## src/design/stick_to_button_duty_modulator_unit_assert.svh

```systemverilog
// Assertion macros shared by the duty modulator RTL.
`ifndef STICK_TO_BUTTON_DUTY_MODULATOR_UNIT_ASSERT_SVH
`define STICK_TO_BUTTON_DUTY_MODULATOR_UNIT_ASSERT_SVH
`ifndef SYNTH
// Property must hold at every clock edge outside reset.
`define SBDM_ASSERT(lbl, clk, rst, prop) \
   lbl: assert property (@(posedge clk) disable iff (rst) prop) \
      else $error("sbdm assertion failed");
// Condition must never be seen outside reset.
`define SBDM_ASSERT_NEVER(lbl, clk, rst, cond) \
   lbl: assert property (@(posedge clk) disable iff (rst) !(cond)) \
      else $error("sbdm forbidden condition seen");
`else
`define SBDM_ASSERT(lbl, clk, rst, prop)
`define SBDM_ASSERT_NEVER(lbl, clk, rst, cond)
`endif
`endif

```

## src/design/sbdm_pkg.sv

```systemverilog
// Types and constants of the stick-to-button duty modulator.
`timescale 1ns / 1ps

package sbdm_pkg;

   // Stick geometry.
   localparam logic [7:0] AXIS_CENTRE = 8'd128;
   localparam logic [7:0] FULL_SCALE  = 8'd127;

   // Field widths.
   localparam int BUTTON_W = 32;
   localparam int TIME_W   = 32;
   localparam int MASK_W   = 24;
   localparam int BAND_W   = 7;
   localparam int WINDOW_W = 11;
   localparam int PROD_W   = 18;

   // Pipeline shape: one prep stage, the modulo stages, a multiply stage and the output.
   localparam int MOD_STEPS  = 4;
   localparam int MOD_STAGES = TIME_W / MOD_STEPS;
   localparam int MUL_STAGE  = MOD_STAGES + 1;
   localparam int OUT_STAGE  = MOD_STAGES + 2;
   localparam int NUM_STAGES = MOD_STAGES + 3;

   // Register indexes on the configuration port.
   typedef enum logic [2:0] {
      CSR_RX_POS_MASK = 3'd0,
      CSR_RX_NEG_MASK = 3'd1,
      CSR_RY_POS_MASK = 3'd2,
      CSR_RY_NEG_MASK = 3'd3,
      CSR_OUTER_BAND  = 3'd4,
      CSR_INNER_BAND  = 3'd5,
      CSR_DUTY_WINDOW = 3'd6
   } csr_index_type;

   // Register reset values.
   localparam logic [MASK_W-1:0]   RST_RX_POS_MASK = 24'h000000;
   localparam logic [MASK_W-1:0]   RST_RX_NEG_MASK = 24'h000000;
   localparam logic [MASK_W-1:0]   RST_RY_POS_MASK = 24'h008000;
   localparam logic [MASK_W-1:0]   RST_RY_NEG_MASK = 24'h004000;
   localparam logic [BAND_W-1:0]   RST_OUTER_BAND  = 7'd20;
   localparam logic [BAND_W-1:0]   RST_INNER_BAND  = 7'd10;
   localparam logic [WINDOW_W-1:0] RST_DUTY_WINDOW = 11'd16;

   // Prepared half-axis of one stick axis.
   typedef struct packed {
      logic              on;
      logic              neg;
      logic [BAND_W-1:0] lvl;
   } axis_type;

   // Contents of one pipeline stage.
   typedef struct packed {
      logic [BUTTON_W-1:0] word;
      logic                last;
      logic                inv;
      logic [TIME_W-1:0]   tim;
      logic [WINDOW_W-1:0] rem;
      axis_type            x_axis;
      axis_type            y_axis;
      logic [PROD_W-1:0]   x_prod;
      logic [PROD_W-1:0]   y_prod;
      logic [PROD_W-1:0]   thr;
   } pipe_type;

endpackage

```

## src/design/stick_to_button_duty_modulator_unit.sv

```systemverilog
// Top level of the stick-to-button duty modulator: config registers and sample pipeline.
// Throughput: one word per cycle while no stage stalls; the eleven stages are the prep stage,
// the eight-stage timestamp modulo chain (four remainder steps per stage), one multiply stage
// and the output.
// Each stage stalls only when it is full and the stage after it cannot take its word.
// Reset is synchronous, active high: it empties the pipeline and loads register defaults.
`timescale 1ns / 1ps
`include "stick_to_button_duty_modulator_unit_assert.svh"

module stick_to_button_duty_modulator_unit
   import sbdm_pkg::*;
(
   input  logic        clock,
   input  logic        reset,
   // Sample channel.
   input  logic        req_tvalid,
   output logic        req_tready,
   input  logic [79:0] req_tdata,  // buttons_in[31:0], stick_x[39:32], stick_y[47:40],
                                   // sample_time[79:48]
   input  logic        req_tuser,  // active_low
   input  logic        req_tlast,  // last_sample
   // Result channel.
   output logic        rsp_tvalid,
   input  logic        rsp_tready,
   output logic [31:0] rsp_tdata,  // buttons_out[31:0]
   output logic        rsp_tlast,  // last_out
   // Configuration write channel.
   input  logic        csr_valid,
   output logic        csr_ready,
   input  logic [2:0]  csr_index,
   input  logic [23:0] csr_data
);

   // Configuration registers.
   logic [MASK_W-1:0]   rx_pos_mask_ff;
   logic [MASK_W-1:0]   rx_neg_mask_ff;
   logic [MASK_W-1:0]   ry_pos_mask_ff;
   logic [MASK_W-1:0]   ry_neg_mask_ff;
   logic [BAND_W-1:0]   outer_band_ff;
   logic [BAND_W-1:0]   inner_band_ff;
   logic [WINDOW_W-1:0] duty_window_ff;

   // Values derived from the configuration.
   logic [7:0]          band_sum;
   logic                span_ok;
   logic [BAND_W-1:0]   span;
   logic [WINDOW_W-1:0] w_eff;
   logic [WINDOW_W-1:0] w_m1;

   // Pipeline.
   pipe_type stg_ff [NUM_STAGES];
   pipe_type stg_in [NUM_STAGES];
   logic     vld_ff [NUM_STAGES];
   logic     vld_in [NUM_STAGES];
   logic     rdy    [NUM_STAGES+1];

   // Deflection, dead band and clamp for one axis.
   function automatic axis_type prep_axis(logic [7:0] pos, logic [BAND_W-1:0] inner,
                                          logic [BAND_W-1:0] spn, logic spn_ok);
      axis_type   a;
      logic [7:0] defl;
      logic [7:0] lvl8;
      a    = '0;
      defl = '0;
      if (pos > AXIS_CENTRE) begin
         defl = pos - AXIS_CENTRE;
      end else if (pos < AXIS_CENTRE) begin
         defl = AXIS_CENTRE - pos;
         if (defl > FULL_SCALE) begin
            defl = FULL_SCALE;
         end
      end
      a.neg = (pos < AXIS_CENTRE);
      a.on  = spn_ok && (pos != AXIS_CENTRE) && (defl >= {1'b0, inner});
      lvl8  = defl - {1'b0, inner};
      a.lvl = (lvl8 > {1'b0, spn}) ? spn : lvl8[BAND_W-1:0];
      return a;
   endfunction

   // Register writes; an index beyond the list is dropped.
   assign csr_ready = 1'b1;

   always_ff @(posedge clock) begin
      if (reset) begin
         rx_pos_mask_ff <= RST_RX_POS_MASK;
         rx_neg_mask_ff <= RST_RX_NEG_MASK;
         ry_pos_mask_ff <= RST_RY_POS_MASK;
         ry_neg_mask_ff <= RST_RY_NEG_MASK;
         outer_band_ff  <= RST_OUTER_BAND;
         inner_band_ff  <= RST_INNER_BAND;
         duty_window_ff <= RST_DUTY_WINDOW;
      end else if (csr_valid) begin
         unique case (csr_index_type'(csr_index))
            CSR_RX_POS_MASK: rx_pos_mask_ff <= csr_data;
            CSR_RX_NEG_MASK: rx_neg_mask_ff <= csr_data;
            CSR_RY_POS_MASK: ry_pos_mask_ff <= csr_data;
            CSR_RY_NEG_MASK: ry_neg_mask_ff <= csr_data;
            CSR_OUTER_BAND:  outer_band_ff  <= csr_data[BAND_W-1:0];
            CSR_INNER_BAND:  inner_band_ff  <= csr_data[BAND_W-1:0];
            CSR_DUTY_WINDOW: duty_window_ff <= csr_data[WINDOW_W-1:0];
            default: ;
         endcase
      end
   end

   // Span between the two dead bands and the effective window.
   always_comb begin
      band_sum = {1'b0, outer_band_ff} + {1'b0, inner_band_ff};
      span_ok  = (band_sum < FULL_SCALE);
      span     = BAND_W'(FULL_SCALE - band_sum);
      w_eff    = (duty_window_ff == '0) ? WINDOW_W'(1) : duty_window_ff;
      w_m1     = w_eff - WINDOW_W'(1);
   end

   // Stage contents. The duty test slice >= phase is evaluated as
   // level * (w - 1) >= (t mod w) * span, which needs no division.
   always_comb begin
      logic [WINDOW_W:0] tmp;
      logic [MASK_W-1:0] mask;
      tmp  = '0;
      mask = '0;

      // Prep stage: polarity, deflections and levels.
      stg_in[0]        = '0;
      stg_in[0].word   = req_tuser ? ~req_tdata[31:0] : req_tdata[31:0];
      stg_in[0].last   = req_tlast;
      stg_in[0].inv    = req_tuser;
      stg_in[0].tim    = req_tdata[79:48];
      stg_in[0].x_axis = prep_axis(req_tdata[39:32], inner_band_ff, span, span_ok);
      stg_in[0].y_axis = prep_axis(req_tdata[47:40], inner_band_ff, span, span_ok);

      // Modulo stages: restoring remainder, four timestamp bits per stage.
      for (int i = 1; i <= MOD_STAGES; i++) begin
         stg_in[i] = stg_ff[i-1];
         for (int j = 0; j < MOD_STEPS; j++) begin
            tmp = {stg_in[i].rem, stg_in[i].tim[TIME_W-1]};
            stg_in[i].tim = {stg_in[i].tim[TIME_W-2:0], 1'b0};
            if (tmp >= {1'b0, w_eff}) begin
               tmp = tmp - {1'b0, w_eff};
            end
            stg_in[i].rem = tmp[WINDOW_W-1:0];
         end
      end

      // Multiply stage.
      stg_in[MUL_STAGE]        = stg_ff[MUL_STAGE-1];
      stg_in[MUL_STAGE].x_prod = PROD_W'(stg_ff[MUL_STAGE-1].x_axis.lvl) * PROD_W'(w_m1);
      stg_in[MUL_STAGE].y_prod = PROD_W'(stg_ff[MUL_STAGE-1].y_axis.lvl) * PROD_W'(w_m1);
      stg_in[MUL_STAGE].thr    = PROD_W'(stg_ff[MUL_STAGE-1].rem) * PROD_W'(span);

      // Output stage: compare, merge the masks and restore polarity.
      stg_in[OUT_STAGE] = stg_ff[OUT_STAGE-1];
      if (stg_ff[OUT_STAGE-1].x_axis.on &&
          (stg_ff[OUT_STAGE-1].x_prod >= stg_ff[OUT_STAGE-1].thr)) begin
         mask = stg_ff[OUT_STAGE-1].x_axis.neg ? rx_neg_mask_ff : rx_pos_mask_ff;
         stg_in[OUT_STAGE].word = stg_in[OUT_STAGE].word | {8'd0, mask};
      end
      if (stg_ff[OUT_STAGE-1].y_axis.on &&
          (stg_ff[OUT_STAGE-1].y_prod >= stg_ff[OUT_STAGE-1].thr)) begin
         mask = stg_ff[OUT_STAGE-1].y_axis.neg ? ry_neg_mask_ff : ry_pos_mask_ff;
         stg_in[OUT_STAGE].word = stg_in[OUT_STAGE].word | {8'd0, mask};
      end
      if (stg_ff[OUT_STAGE-1].inv) begin
         stg_in[OUT_STAGE].word = ~stg_in[OUT_STAGE].word;
      end
   end

   // Per-stage flow control: a stage takes a new word when it is empty or its word moves on.
   always_comb begin
      rdy[NUM_STAGES] = rsp_tready;
      for (int i = NUM_STAGES - 1; i >= 0; i--) begin
         rdy[i] = !vld_ff[i] || rdy[i+1];
      end
      vld_in[0] = req_tvalid;
      for (int i = 1; i < NUM_STAGES; i++) begin
         vld_in[i] = vld_ff[i-1];
      end
   end

   assign req_tready = rdy[0];

   // Valid bits.
   always_ff @(posedge clock) begin
      if (reset) begin
         for (int i = 0; i < NUM_STAGES; i++) begin
            vld_ff[i] <= 1'b0;
         end
      end else begin
         for (int i = 0; i < NUM_STAGES; i++) begin
            if (rdy[i]) begin
               vld_ff[i] <= vld_in[i];
            end
         end
      end
   end

   // Stage payload.
   always_ff @(posedge clock) begin
      for (int i = 0; i < NUM_STAGES; i++) begin
         if (rdy[i]) begin
            stg_ff[i] <= stg_in[i];
         end
      end
   end

   // Result word.
   assign rsp_tvalid = vld_ff[OUT_STAGE];
   assign rsp_tdata  = stg_ff[OUT_STAGE].word;
   assign rsp_tlast  = stg_ff[OUT_STAGE].last;

   // An accepted word always lands in the prep stage.
   `SBDM_ASSERT(a_accept_fills_prep, clock, reset, (req_tvalid && req_tready) |=> vld_ff[0])
   // A blocked prep stage keeps its word unchanged.
   `SBDM_ASSERT(a_prep_holds, clock, reset,
      (vld_ff[0] && !rdy[1]) |=> (vld_ff[0] && $stable(stg_ff[0])))
   // With no half-axis active, the word passes through with its polarity restored.
   `SBDM_ASSERT(a_idle_axes_pass, clock, reset,
      (vld_ff[MUL_STAGE] && rdy[OUT_STAGE] && !stg_ff[MUL_STAGE].x_axis.on &&
       !stg_ff[MUL_STAGE].y_axis.on) |=>
      (rsp_tdata == ($past(stg_ff[MUL_STAGE].inv) ? ~$past(stg_ff[MUL_STAGE].word) :
                     $past(stg_ff[MUL_STAGE].word))))
   // An empty output register means nothing can block the input.
   `SBDM_ASSERT_NEVER(a_no_false_stall, clock, reset, !rsp_tvalid && !req_tready)

endmodule

```

## config.mk

```make
export PLATFORM = sky130hd
export DESIGN_NAME = stick_to_button_duty_modulator_unit
export DESIGN_NICKNAME = d
export VERILOG_FILES = /design/src/design/sbdm_pkg.sv /design/src/design/stick_to_button_duty_modulator_unit.sv
export VERILOG_INCLUDE_DIRS = /design/src /design/src/design
export SDC_FILE = /design/constraint.sdc
export NUM_CORES = 2
export LEC_CHECK = 0
export ABC_CLOCK_PERIOD_IN_PS = 22400
export BUFFER_PORTS_ARGS = -buffer_cell sky130_fd_sc_hd__buf_4
export CORE_MARGIN = 2
export CORE_UTILIZATION = 60
export CTS_BUF_LIST = sky130_fd_sc_hd__clkbuf_16
export DETAILED_ROUTE_END_ITERATION = 8
export PLACE_DENSITY = 0.77
export SYNTH_ARGS = -nofsm -noshare
export SYNTH_HDL_FRONTEND = slang
export SYNTH_SLANG_ARGS = --single-unit
```

## constraint.sdc

```tcl
create_clock -name clock -period 22.4 [get_ports clock]
set_clock_uncertainty 0.15 [all_clocks]
set_input_delay 1.12 -clock clock [delete_from_list [all_inputs] [get_ports clock]]
set_output_delay 1.12 -clock clock [all_outputs]
set_load 0.005 [all_outputs]
```

==> flow_metrics.env <==
export IMPL_outcome="completed"
export IMPL_crit_buf_inv=2
export IMPL_rows=115
export IMPL_yosysWarnings=0
export IMPL_hold_class="flop to flop"
export IMPL_avgViaCountPerCell=5.96
export IMPL_syn_inst=5318
export IMPL_synth_cell_type_count=87
export IMPL_post_cts_resized=0
export IMPL_wl_per_cell_um=19.9
export IMPL_antenna_found_initial=3
export IMPL_initialDrtViolationCount=3538
export IMPL_drc=0
export IMPL_cts_sinks=957
export IMPL_core_sq_um=98000
export IMPL_syn_num_nets=6123
export IMPL_place_hpwl_mm=95.2
export IMPL_cp_top_family="compound AO/OA/AOI/OAI gates"
export IMPL_area_delta_synth_final_pct=9.68
export IMPL_cts_buffers=95
export IMPL_syn_avg_cell_area_sq_um=11.1
export IMPL_first_pass_iters=8
export IMPL_netlist_area_sq_um=59000
export IMPL_start_util=0.603
export IMPL_port_buffers=148
export IMPL_place_gp_congestion=0.885
export IMPL_first_global_vias=40011
export IMPL_hold_viol_final=0
export IMPL_drive_above_1_share=0.106
export IMPL_cp_arrival_ns=12.89
export IMPL_cts_setup_buffers=0
export IMPL_rr_worst_depth=39
export IMPL_grt_total_usage=0.268
export IMPL_nNetsFinal=6284
export IMPL_vias=40796
export IMPL_hold_buffers=0
export IMPL_hold_depth=0
export IMPL_seq_area_sq_um=27500
export IMPL_wirelength_mm=136
export IMPL_grt_overflow=0
export IMPL_critPathCaptureType="flop"
export IMPL_multi_input_comb_area_sq_um=29500
export IMPL_max_slew_margin=0.0942
export IMPL_synth_seq_cells=957
export IMPL_cts_buffer_depth=3
export IMPL_grt_max_degree=105
export IMPL_path_class="flop to flop"
export IMPL_max_stage_delay_ns=0.76
export IMPL_setup_viol=0
export IMPL_die_area_sq_um=101000
export IMPL_crit_top_cell="ha_1"
export IMPL_tightestPinTransition_ns=1.34
export IMPL_n_fill_cell=7236
export IMPL_cap_violations=0
export IMPL_period_needed_ns=12.64
export IMPL_path_max_fanout=19
export IMPL_die_h_um=318
export IMPL_fin_tns_setup_ns=0
export IMPL_grt_pass1_wl_mm=216
export IMPL_cp_required_ns=22.65
export IMPL_synthArstFlopShare=0
export IMPL_slew_viol_final=0
export IMPL_root_buffer="clkbuf_16"
export IMPL_fmax_ghz=0.0791
export IMPL_synth_edf_count=836
export IMPL_crit_cells=39
export IMPL_fin_crit_sh=0.564
export IMPL_clkLatencyLatePin_ns=0.71
export IMPL_yosysSeqAreaShare=0.466
export IMPL_rsz0062_at_grt="no"
export IMPL_ant_nets=0
export IMPL_holdWs_ns=0.231
export IMPL_cp_start_kind="flop"
export IMPL_die_w_um=318
export IMPL_ys_flop_type="edfxtp_1"
export IMPL_ios=150
export IMPL_cts_tree="yes"
export IMPL_slowest_stage="nor3_1"
export IMPL_cts_htree_levels=3
export IMPL_clk_pin_slew_worst_paths_ns=0.06
-- cell type report --
| class | count | area share |
|---|---|---|
| Tap cell | 1287 | 0.0249 |
| Antenna cell | 3 | 0.000116 |
| Inverter | 395 | 0.0230 |
| Multi-Input combinational cell | 3826 | 0.456 |
| Timing Repair Buffer | 204 | 0.0236 |
| Clock inverter | 81 | 0.0107 |
| Clock buffer | 95 | 0.0367 |
| Sequential cell | 957 | 0.425 |
-- Yosys cell counts (9+ instances only) --
cell / number / area share
xnor2_1: 182 / 0.027
buf_2: 14 / 0.0012
nand3b_1: 21 / 0.0027
inv_1: 395 / 0.025
o21ai_0: 229 / 0.019
nand3_1: 65 / 0.0055
clkbuf_1: 115 / 0.0073
o2111ai_1: 17 / 0.0025
o21bai_1: 29 / 0.0037
nor2_1: 287 / 0.018
xor2_1: 151 / 0.022
mux2_4: 9 / 0.0023
nor2b_1: 106 / 0.011
o31ai_1: 41 / 0.0052
o221ai_1: 14 / 0.0021
a31o_2: 9 / 0.0013
nor3_1: 84 / 0.0071
dfxtp_1: 121 / 0.041
ha_1: 525 / 0.11
or3_1: 31 / 0.0033
mux2i_1: 75 / 0.013
a21boi_0: 38 / 0.0048
nand2b_1: 72 / 0.0076
o31a_1: 9 / 0.0013
nand2_1: 593 / 0.038
o211ai_1: 19 / 0.0024
and2_1: 72 / 0.0076
edfxtp_1: 836 / 0.43
a31oi_1: 29 / 0.0031
a21o_1: 77 / 0.0098
mux2_2: 181 / 0.035
a211oi_1: 30 / 0.0038
nand4_1: 66 / 0.0070
o21a_1: 36 / 0.0046
nor4_1: 16 / 0.0017
a211o_1: 11 / 0.0016
o41ai_1: 14 / 0.0021
and3_1: 32 / 0.0034
or2_2: 20 / 0.0021
nor3b_1: 17 / 0.0022
a21oi_1: 344 / 0.029
fa_1: 166 / 0.056
-- cells in the final DEF (no fill, tap or decap), types with 72 or more instances in the layout --
master and n:
fa_1 166, ha_1 525, nor2b_1 106, nor3_1 83, xnor2_1 182, nand2_1 590
inv_1 407, a21oi_1 344, and2_1 72, clkbuf_16 95, mux2i_1 75, edfxtp_1 836
nand2b_1 72, mux2_2 181, buf_4 204, o21ai_0 229, nor2_1 287, xor2_1 151
a21o_1 76, dfxtp_1 120
-- routing by layer --
| metal | routed length [um] | vias up | GRT usage | share of wire |
|---|---|---|---|---|
| met5 | 0 | - | 0 | 0 |
| met4 | 4290 | 0 | 0.0926 | 0.032 |
| met3 | 8700 | 251 | 0.0402 | 0.064 |
| met2 | 63700 | 1385 | 0.437 | 0.47 |
| met1 | 59300 | 19671 | 0.367 | 0.44 |
| li1 | - | 19489 | - | - |
-- worst paths after layout --
| kind | slack [ns] | startpoint | end |
|---|---|---|---|
| max | 9.76 | duty_window_ff[5] | stg_ff[2][74] |
| min reg2reg | 0.23 | stg_ff[1][67] | stg_ff[2][67] |
| max reg2reg | 9.76 | duty_window_ff[5] | stg_ff[2][74] |
| min | 0.23 | stg_ff[1][67] | stg_ff[2][67] |
-- flip-flops by register name (all words and copies together) (netlist names) --
| name | cells |
|---|---|
| rx_pos_mask_ff | 24 |
| ry_neg_mask_ff | 24 |
| outer_band_ff | 7 |
| vld_ff | 11 |
| duty_window_ff | 11 |
| ry_pos_mask_ff | 24 |
| rx_neg_mask_ff | 24 |
| stg_ff | 825 |
| inner_band_ff | 7 |
-- metrics by stage --
stage	instances	instance area, sq um	util	setup WS [ns]
after floorplan	5318	59000	-	11.24
after global placement	6669	61700	0.630	10.41
after detailed placement	6669	61700	0.630	10.15
after CTS	6845	64800	0.661	10.04
after global routing	6848	64800	0.661	8.87
final	6848	64800	0.661	9.76
-- cells by family (layout without fill, tap and decap cells) --
group,count (synthesis),after routing,synth area share
xor gates and xnor gates,333,333,0.0494
buffers and inverters,535,775,0.0347
other,1,4,0.0000635
and+or+nand+nor,1511,1511,0.122
AOI/OAI and AO/OA,1023,1023,0.110
DFF,957,957,0.466
adders and majority gates,691,691,0.168
muxes,267,267,0.0501
-- worst register-to-register path: cells and delay by family, from the launching register on --
family / cells / cell delay [ns]
and+or+nand+nor: 10 / 3.32
buffers and inverters: 2 / 0.36
DFF: 1 / 0.35
muxes: 1 / 0.36
adders and majority gates: 5 / 1.58
AOI/OAI and AO/OA: 21 / 6.25
Power is not shown: default switching activity piles up to over one toggle a cycle in this logic, so the estimate is an artifact.
